File: src/hw/rtl/msr_pkg.sv
// Shared types and constants for the multi-mode string recognizer.
// No dependencies; every other RTL file imports this package.
package msr_pkg;

    typedef struct packed {
        logic [3:0] symbol;
        logic       terminator;
    } t_msr_in;

    typedef struct packed {
        logic       accepted;
        logic [5:0] string_length;
    } t_msr_out;

    // Per-string trackers that do not depend on the length parameter.
    typedef struct packed {
        logic       length_odd;
        logic [2:0] zero_count_capped;
        logic       zero_parity;
        logic [1:0] zero_mod_three;
        logic       one_parity;
        logic [1:0] first_two_bits;
        logic [2:0] recent_three_bits;
        logic [1:0] residue_three;
        logic [1:0] residue_four;
        logic [2:0] substring_seen_flags;
        logic [3:0] window_zero_history;
        logic       window_violation;
    } t_msr_state;

    localparam int MODE_W = 5;
    localparam int LEN_W  = 6;

    localparam logic [MODE_W-1:0] MODE_STARTS_0       = 5'd1;
    localparam logic [MODE_W-1:0] MODE_LEN_TWO        = 5'd2;
    localparam logic [MODE_W-1:0] MODE_LEN_EVEN       = 5'd3;
    localparam logic [MODE_W-1:0] MODE_HAS_11         = 5'd4;
    localparam logic [MODE_W-1:0] MODE_ZEROS_EQ3      = 5'd5;
    localparam logic [MODE_W-1:0] MODE_ZEROS_LE3      = 5'd6;
    localparam logic [MODE_W-1:0] MODE_ZEROS_GE3      = 5'd7;
    localparam logic [MODE_W-1:0] MODE_ZEROS_EVEN     = 5'd8;
    localparam logic [MODE_W-1:0] MODE_ZEROS_ODD      = 5'd9;
    localparam logic [MODE_W-1:0] MODE_STARTS_10      = 5'd10;
    localparam logic [MODE_W-1:0] MODE_ENDS_10        = 5'd11;
    localparam logic [MODE_W-1:0] MODE_HAS_10         = 5'd12;
    localparam logic [MODE_W-1:0] MODE_ZEROS_MOD3     = 5'd13;
    localparam logic [MODE_W-1:0] MODE_EDGE_01        = 5'd14;
    localparam logic [MODE_W-1:0] MODE_NO_EDGE_01     = 5'd15;
    localparam logic [MODE_W-1:0] MODE_EVEN_EVEN      = 5'd16;
    localparam logic [MODE_W-1:0] MODE_ODD_ODD        = 5'd17;
    localparam logic [MODE_W-1:0] MODE_EVEN0_ODD1     = 5'd18;
    localparam logic [MODE_W-1:0] MODE_BIN_DIV3       = 5'd19;
    localparam logic [MODE_W-1:0] MODE_BIN_DIV4       = 5'd20;
    localparam logic [MODE_W-1:0] MODE_HAS_000        = 5'd21;
    localparam logic [MODE_W-1:0] MODE_THIRD_LAST_1   = 5'd22;
    localparam logic [MODE_W-1:0] MODE_WINDOW_TWO0    = 5'd23;
    localparam logic [MODE_W-1:0] MODE_DEC_DIV3       = 5'd24;
    localparam logic [MODE_W-1:0] MODE_DEC_DIV4       = 5'd25;

    localparam logic [MODE_W-1:0] MODE_RESET          = MODE_STARTS_0;

    localparam logic [3:0] SYM_MAX_BIN = 4'd1;
    localparam logic [3:0] SYM_MAX_DEC = 4'd9;

    // Residue modulo 3 of a 4-bit value, two bits per entry, entry 0 lowest.
    localparam logic [31:0] MOD3_LUT = 32'b00100100_10010010_01001001_00100100;

    function automatic logic [1:0] msr_mod3(input logic [3:0] v);
        return MOD3_LUT[{v, 1'b0} +: 2];
    endfunction

endpackage

File: src/hw/rtl/msr_tracker.sv
// Per-string tracker registers: counts, parities, residues and pattern flags.
// Depends on msr_pkg; cleared by a terminator beat.
module msr_tracker #(
    parameter int MAX_LENGTH = 63,
    parameter int CNT_W      = 6
) (
    input  logic                      i_clk,
    input  logic                      i_rst_n,
    input  logic                      i_fire,
    input  msr_pkg::t_msr_in          i_beat,
    input  logic [msr_pkg::MODE_W-1:0] i_mode,
    output msr_pkg::t_msr_state       o_state,
    output logic [CNT_W-1:0]          o_count
);
    import msr_pkg::*;

    localparam logic [CNT_W-1:0] CNT_MAX = CNT_W'(MAX_LENGTH);

    t_msr_state       r_st, n_st;
    logic [CNT_W-1:0] r_count, n_count;

    logic       binary_mode, decimal_mode, take, is_bit, z;
    logic [2:0] hist_zeros;

    always_comb begin
        binary_mode = (i_mode inside {[MODE_STARTS_0:MODE_WINDOW_TWO0]});
        decimal_mode = (i_mode inside {MODE_DEC_DIV3, MODE_DEC_DIV4});
        is_bit = (i_beat.symbol <= SYM_MAX_BIN);
        take = !i_beat.terminator && ((binary_mode && is_bit)
               || (decimal_mode && (i_beat.symbol <= SYM_MAX_DEC)));
        z = !i_beat.symbol[0];
        hist_zeros = 3'(r_st.window_zero_history[0]) + 3'(r_st.window_zero_history[1])
                   + 3'(r_st.window_zero_history[2]) + 3'(r_st.window_zero_history[3]);

        n_st = r_st;
        n_count = r_count;
        if (i_fire && i_beat.terminator) begin
            n_st = '0;
            n_count = '0;
        end else if (i_fire && take) begin
            if (is_bit) begin
                if (r_count >= CNT_W'(1) && r_st.recent_three_bits[0]) begin
                    if (i_beat.symbol[0]) begin
                        n_st.substring_seen_flags[0] = 1'b1;
                    end else begin
                        n_st.substring_seen_flags[1] = 1'b1;
                    end
                end
                if (z && r_count >= CNT_W'(2) && r_st.recent_three_bits[1:0] == 2'b00) begin
                    n_st.substring_seen_flags[2] = 1'b1;
                end
                // The window of five ending here needs at least two zeros.
                if (r_count >= CNT_W'(4) && (hist_zeros + 3'(z)) < 3'd2) begin
                    n_st.window_violation = 1'b1;
                end
                n_st.window_zero_history = {r_st.window_zero_history[2:0], z};
                if (r_count == '0) begin
                    n_st.first_two_bits[1] = i_beat.symbol[0];
                end else if (r_count == CNT_W'(1)) begin
                    n_st.first_two_bits[0] = i_beat.symbol[0];
                end
                n_st.recent_three_bits = {r_st.recent_three_bits[1:0], i_beat.symbol[0]};
                if (z) begin
                    if (r_st.zero_count_capped != 3'd7) begin
                        n_st.zero_count_capped = r_st.zero_count_capped + 3'd1;
                    end
                    n_st.zero_parity = !r_st.zero_parity;
                    n_st.zero_mod_three = (r_st.zero_mod_three >= 2'd2) ? 2'd0
                                        : r_st.zero_mod_three + 2'd1;
                end else begin
                    n_st.one_parity = !r_st.one_parity;
                end
            end
            if (decimal_mode) begin
                n_st.residue_three = msr_mod3(4'(r_st.residue_three) + i_beat.symbol);
            end else begin
                n_st.residue_three = msr_mod3({1'b0, r_st.residue_three, 1'b0} + i_beat.symbol);
            end
            n_st.residue_four = 2'({r_st.residue_four[0], 1'b0} + i_beat.symbol[1:0]);
            n_st.length_odd = !r_st.length_odd;
            if (r_count < CNT_MAX) begin
                n_count = r_count + CNT_W'(1);
            end
        end
    end

    always_ff @(posedge i_clk) begin
        if (!i_rst_n) begin
            r_st <= '0;
            r_count <= '0;
        end else begin
            r_st <= n_st;
            r_count <= n_count;
        end
    end

    assign o_state = r_st;
    assign o_count = r_count;

endmodule

File: src/hw/rtl/msr_verdict.sv
// Acceptance decision for the selected language from the current trackers.
// Depends on msr_pkg; purely combinational.
module msr_verdict #(
    parameter int CNT_W = 6
) (
    input  msr_pkg::t_msr_state        i_state,
    input  logic [CNT_W-1:0]           i_count,
    input  logic [msr_pkg::MODE_W-1:0] i_mode,
    output logic                       o_accepted
);
    import msr_pkg::*;

    logic two, begins01, ends01;

    always_comb begin
        two = (i_count >= CNT_W'(2));
        begins01 = two && i_state.first_two_bits == 2'b01;
        ends01 = two && i_state.recent_three_bits[1:0] == 2'b01;
        case (i_mode)
            MODE_STARTS_0:     o_accepted = i_count >= CNT_W'(1) && !i_state.first_two_bits[1];
            MODE_LEN_TWO:      o_accepted = i_count == CNT_W'(2);
            MODE_LEN_EVEN:     o_accepted = !i_state.length_odd;
            MODE_HAS_11:       o_accepted = i_state.substring_seen_flags[0];
            MODE_ZEROS_EQ3:    o_accepted = i_state.zero_count_capped == 3'd3;
            MODE_ZEROS_LE3:    o_accepted = i_state.zero_count_capped <= 3'd3;
            MODE_ZEROS_GE3:    o_accepted = i_state.zero_count_capped >= 3'd3;
            MODE_ZEROS_EVEN:   o_accepted = !i_state.zero_parity;
            MODE_ZEROS_ODD:    o_accepted = i_state.zero_parity;
            MODE_STARTS_10:    o_accepted = two && i_state.first_two_bits == 2'b10;
            MODE_ENDS_10:      o_accepted = two && i_state.recent_three_bits[1:0] == 2'b10;
            MODE_HAS_10:       o_accepted = i_state.substring_seen_flags[1];
            MODE_ZEROS_MOD3:   o_accepted = i_state.zero_mod_three == 2'd0;
            MODE_EDGE_01:      o_accepted = begins01 || ends01;
            MODE_NO_EDGE_01:   o_accepted = !(begins01 || ends01);
            MODE_EVEN_EVEN:    o_accepted = !i_state.zero_parity && !i_state.one_parity;
            MODE_ODD_ODD:      o_accepted = i_state.zero_parity && i_state.one_parity;
            MODE_EVEN0_ODD1:   o_accepted = !i_state.zero_parity && i_state.one_parity;
            MODE_BIN_DIV3:     o_accepted = i_state.residue_three == 2'd0;
            MODE_BIN_DIV4:     o_accepted = i_state.residue_four == 2'd0;
            MODE_HAS_000:      o_accepted = i_state.substring_seen_flags[2];
            MODE_THIRD_LAST_1: o_accepted = i_count >= CNT_W'(3) && i_state.recent_three_bits[2];
            MODE_WINDOW_TWO0:  o_accepted = i_count >= CNT_W'(5) && !i_state.window_violation;
            MODE_DEC_DIV3:     o_accepted = i_state.residue_three == 2'd0;
            MODE_DEC_DIV4:     o_accepted = i_state.residue_four == 2'd0;
            default:           o_accepted = 1'b0;
        endcase
    end

endmodule

File: src/hw/rtl/multi_mode_string_recognizer.sv
// Top level of the multi-mode string recognizer: input stage, mode register,
// result register. Depends on msr_pkg, msr_tracker and msr_verdict.
//
//   channel | direction | beat             | handshake
//   --------+-----------+------------------+---------------------------
//   in      | input     | t_msr_in         | i_in_valid / o_in_ready
//   out     | output    | t_msr_out        | o_out_valid / i_out_ready
//   cfg     | input     | language mode    | i_cfg_valid / o_cfg_ready
//
// One beat per cycle is accepted while no terminator waits in the input register;
// a terminator beat's result passes the input register, then the result register.
// Reset clears the trackers and sets the language mode to 1.
// A held result stalls only terminator beats in the input register; symbol
// beats keep flowing underneath a waiting result.
module multi_mode_string_recognizer #(
    parameter int MAX_LENGTH = 63
) (
    input  logic                       i_clk,
    input  logic                       i_rst_n,
    input  logic                       i_in_valid,
    output logic                       o_in_ready,
    input  msr_pkg::t_msr_in           i_in,
    output logic                       o_out_valid,
    input  logic                       i_out_ready,
    output msr_pkg::t_msr_out          o_out,
    input  logic                       i_cfg_valid,
    output logic                       o_cfg_ready,
    input  logic [msr_pkg::MODE_W-1:0] i_cfg_data
);
    import msr_pkg::*;

    localparam int CNT_W = $clog2(MAX_LENGTH + 1);

    logic [MODE_W-1:0] r_mode;
    logic              r_s1_valid;
    t_msr_in           r_s1;
    logic              r_out_valid;
    t_msr_out          r_out;

    t_msr_state        trk_state;
    logic [CNT_W-1:0]  trk_count;
    logic [CNT_W+LEN_W-1:0] count_ext;
    logic              verdict;
    logic              out_free, s1_fire;

    assign out_free = !r_out_valid || i_out_ready;
    assign s1_fire = r_s1_valid && (!r_s1.terminator || out_free);
    assign o_in_ready = !r_s1_valid || s1_fire;
    assign o_cfg_ready = 1'b1;
    assign count_ext = {{LEN_W{1'b0}}, trk_count};

    msr_tracker #(
        .MAX_LENGTH(MAX_LENGTH),
        .CNT_W(CNT_W)
    ) u_tracker (
        .i_clk(i_clk),
        .i_rst_n(i_rst_n),
        .i_fire(s1_fire),
        .i_beat(r_s1),
        .i_mode(r_mode),
        .o_state(trk_state),
        .o_count(trk_count)
    );

    msr_verdict #(
        .CNT_W(CNT_W)
    ) u_verdict (
        .i_state(trk_state),
        .i_count(trk_count),
        .i_mode(r_mode),
        .o_accepted(verdict)
    );

    always_ff @(posedge i_clk) begin
        if (!i_rst_n) begin
            r_mode <= MODE_RESET;
            r_s1_valid <= 1'b0;
            r_out_valid <= 1'b0;
        end else begin
            if (i_cfg_valid) begin
                r_mode <= i_cfg_data;
            end
            if (o_in_ready) begin
                r_s1_valid <= i_in_valid;
            end
            if (s1_fire && r_s1.terminator) begin
                r_out_valid <= 1'b1;
            end else if (i_out_ready) begin
                r_out_valid <= 1'b0;
            end
        end
    end

    always_ff @(posedge i_clk) begin
        if (o_in_ready && i_in_valid) begin
            r_s1 <= i_in;
        end
        if (s1_fire && r_s1.terminator) begin
            r_out.accepted <= verdict;
            r_out.string_length <= count_ext[LEN_W-1:0];
        end
    end

    assign o_out_valid = r_out_valid;
    assign o_out = r_out;

endmodule

File: config.mk
export PLATFORM = sky130hd
export DESIGN_NAME = multi_mode_string_recognizer
export DESIGN_NICKNAME = d
export VERILOG_FILES = /design/src/hw/rtl/msr_pkg.sv /design/src/hw/rtl/msr_tracker.sv /design/src/hw/rtl/msr_verdict.sv /design/src/hw/rtl/multi_mode_string_recognizer.sv
export SDC_FILE = /design/constraint.sdc
export NUM_CORES = 1
export LEC_CHECK = 0
export BUFFER_PORTS_ARGS = -buffer_cell sky130_fd_sc_hd__buf_2
export CAP_MARGIN = 20
export CORE_MARGIN = 4
export CORE_UTILIZATION = 35
export CTS_CLUSTER_DIAMETER = 40
export DETAILED_ROUTE_END_ITERATION = 16
export SLEW_MARGIN = 15
export SYNTH_ARGS = -nofsm -noshare
export SYNTH_HDL_FRONTEND = slang
export SYNTH_HIERARCHICAL = 1
export SYNTH_SLANG_ARGS = --single-unit
File: constraint.sdc
create_clock -name i_clk -period 2.6 [get_ports i_clk]
set_input_delay 0.13 -clock i_clk [delete_from_list [all_inputs] [get_ports i_clk]]
set_output_delay 0.13 -clock i_clk [all_outputs]
set_load 0.02 [all_outputs]
==> key figures <==
CTS
  • Root Driver: clkbuf_8
  • CTS sink cnt: 50
  • Clk slew on worst S/H paths: 0.09 ns
  • CTS H-tree depth: 2
  • TritonCTS buffer count: 5
  • CTS tree: done
  • Clk_lat worst skew: 0.31 ns
  • Clk buf depth: 2

Worst setup path
  • Crit path capture type: register
  • Critical path class: register to register
  • Worst Path Required: 2.66 ns
  • Setup crit start kind: register
  • Worst-path maximum fanout: 8
  • Worst reg2reg startpoint: u_tracker/o_count[3]
  • Arr. time, crit path: 2.42 ns
  • CP Launch Point: u_tracker/o_count[3]

Finish
  • FILL cells: 807
  • Antenna diode count: 0
  • Nets: 351
  • Share of cells above drive strength 1: 17.4%
  • Post-Layout Cell Count: 424
  • Layout Area Growth over Synthesis: 13.5%

Logic synthesis
  • Avg Cell Area, Syn: 9.77 sq um
  • Yosys reg bits: 50
  • Synth async-reset ratio: 0%
  • Seq/Total Area, Yosys: 39.7%
  • Number of synthesized flops with an enable pin: 12
  • Netlist cell types: 70
  • Ys flop type: dfxtp_1
  • Area leader, netlist: dfxtp_1
  • Post-synth top area share: 26.9%
  • Number of synthesis warnings: 6
  • Post-Syn Nets: 319
  • Top post-synthesis cells by area: dfxtp_1 27%, edfxtp_1 13%, mux2i_1 6.0%, ha_1 5.3%, nor2_1 4.5%
  • Post-Syn Area: 2820 sq um
  • Cells after synthesis: 289

Pwr
  • Clk pwr share: 32.9%
  • Switching power: 362 uW
  • Pint: 1100 uW
  • PwrDens: 455 nW/um^2
  • Peak VDD IR: 0.000304 V
  • Logic gate share of total power: 9.8%
  • Pleak: 0.00129 uW
  • Register share of total power: 57.3%
  • Tot Pwr: 1460 uW
  • Sw Share: 24.9%

Global route
  • Largest net degree at the start of global routing: 30
  • Initial antenna violation count: 0
  • Number of global-route vias before repair: 2089
  • Grt total ovfl: 0
  • Total GRT Usage: 13.1%
  • First-pass GRT wire length: 10300 um

STA
  • Final Skew: 0.00925 ns
  • Worst Max-Slew Pin Slew: 0.754 ns
  • Setup TNS: 0 ns
  • Final hold vios: 0
  • Crit share post-route: 91.0%
  • Fmax: 0.423 GHz
  • Fin crit period: 2.37 ns
  • Unrepaired setup endpoints after global routing: false
  • Max transition margin: 49.6%
  • Setup violations, final: 0
  • WHS: 0.0320 ns
  • Pins over their slew limit: 0

Floorplanning
  • Core area: 7770 sq um
  • Die area: 9570 sq um
  • Io pins: 25
  • Initial Util: 36.4%
  • Core Rows: 32
  • Die W: 97.8 um
  • Die height: 97.8 um

Route
  • Drt total wl: 5940 um
  • DR iter-0 viols: 130
  • DRC violations left: 0
  • WL/cell: 14.0 um
  • Avg Vias per Cell: 5.05
  • Drt first pass iters: 4
  • Antenna Nets Post-Route: 0
  • DR vias: 2141

Hold path
  • Hold path startpoint: i_cfg_data[0]
  • Worst min-delay path class: primary input to register

Placement
  • Hpwl dp: 4290 um
  • RePlAce Congestion: 0.816
  • Number of buffers added on ports: 23
  • Inst Count DP: 411

Flow run
  • Max-cap violations: 0

Status
  • Run status: finished clean
[path summary, 6_finish.rpt]
| check | to | slack (ns) | cells past startpoint |
|---|---|---|---|
| setup / recovery | o_out[6] | 0.23 | 5 |
| hold / removal | r_mode[0] | 0.03 | 3 |
| setup reg to reg | o_out[6] | 0.23 | 5 |
| hold reg to reg | u_tracker/o_state[18] | 0.48 | 2 |
[sequential cells by signal, indices dropped and copies added, names as in the netlist]
| name | count |
|---|---|
| u_tracker/o_state | 25 |
| u_tracker/o_count | 6 |
| r_mode | 5 |
| r_s1_valid | 1 |
| o_out_valid | 1 |
| r_s1 | 5 |
| o_out | 7 |
[cell usage in the layout (no fill, tap or decap), drive strengths merged, types with 6 or more instances in the layout]
master,count
o21ai,7
nor3b,6
nor2b,9
nor2,34
edfxtp,12
inv,12
buf,32
dfxtp,38
a21oi,18
xnor2,7
clkbuf,7
ha,12
mux2i,18
nand2,26
[final cells by class]
cell class,count,area (sq um),area share [%]
Multi-Input combinational cell,216,1590,49.5
Sequential cell,50,1120,35.0
Timing Repair Buffer,37,233,7.26
Tap cell,102,128,3.98
Clock buffer,7,86.3,2.69
Inverter,11,41.3,1.29
Clock inverter,1,8.76,0.273
[worst max-delay path, cell delays in order, from the launching register on]
cell and delay [ns]:
dfxtp_1 0.39, or4_4 0.53, a21oi_2 0.12, o32ai_1 0.08, or4_1 0.50, or4_1 0.51
[power by group through the flow]
stage	Clock (uW)	Combinational, uW	Sequential (uW)
after floorplan	0	101	847
after global placement	0	134	853
after detailed placement	0	136	854
after CTS	499	142	836
after global routing	532	159	840
final	479	142	835
[Yosys cell counts (all sizes together), types with 2 or more instances]
master and instances:
inv 11, a2111oi 2, clkbuf 6, nand3 3
nand4 3, o21ai 7, a211oi 4, xnor2 7
buf 6, or3 2, fa 3, nor4b 3
and2 3, nand3b 2, a31oi 2, dfxtp 38
ha 12, edfxtp 12, nor3b 6, or4 4
o211ai 2, nor2b 9, a32oi 2, nand2 26
o22ai 2, nor2 34, o2111ai 3, a21boi 4
nor4 3, a21oi 18, and3 3, mux2i 18
nor3 3, xor2 5, nand4b 3
[kinds of logic after synthesis]
family	after synthesis	share of synthesized area, %
simple gates	113	23.4
compound gates	56	14.3
flops	50	39.7
buf+inv	23	4.08
mux	19	7.22
fa+ha+maj	15	7.44
xor+xnor	12	3.72
other cells	1	0.133
[metrics by stage]
| step | utilization (%) | setup slack (ns) | area (sq um) |
|---|---|---|---|
| final | 41.3 | 0.234 | 3210 |
| after global routing | 41.3 | 0.0857 | 3210 |
| after CTS | 41.3 | 0.246 | 3210 |
| after detailed placement | 39.4 | 0.263 | 3060 |
| after global placement | 39.4 | 0.265 | 3060 |
| after floorplan | - | 0.253 | 2820 |
[repair_timing]
action,CTS,global route
hold endpoints to repair,5,0
buffers inserted,0,0
resized for setup,0,0
hold buffers,5,0
[metal layers]
metal | vias to the layer above | track usage [%] | part of all wire (%)
met5 | - | 0 | 0
met4 | 0 | 4.79 | 1.6
met3 | 7 | 2.57 | 2.4
met2 | 28 | 20.7 | 47
met1 | 1002 | 17.9 | 49
li1 | 1104 | - | -
Note: power is estimated with default switching activity, not from simulation.
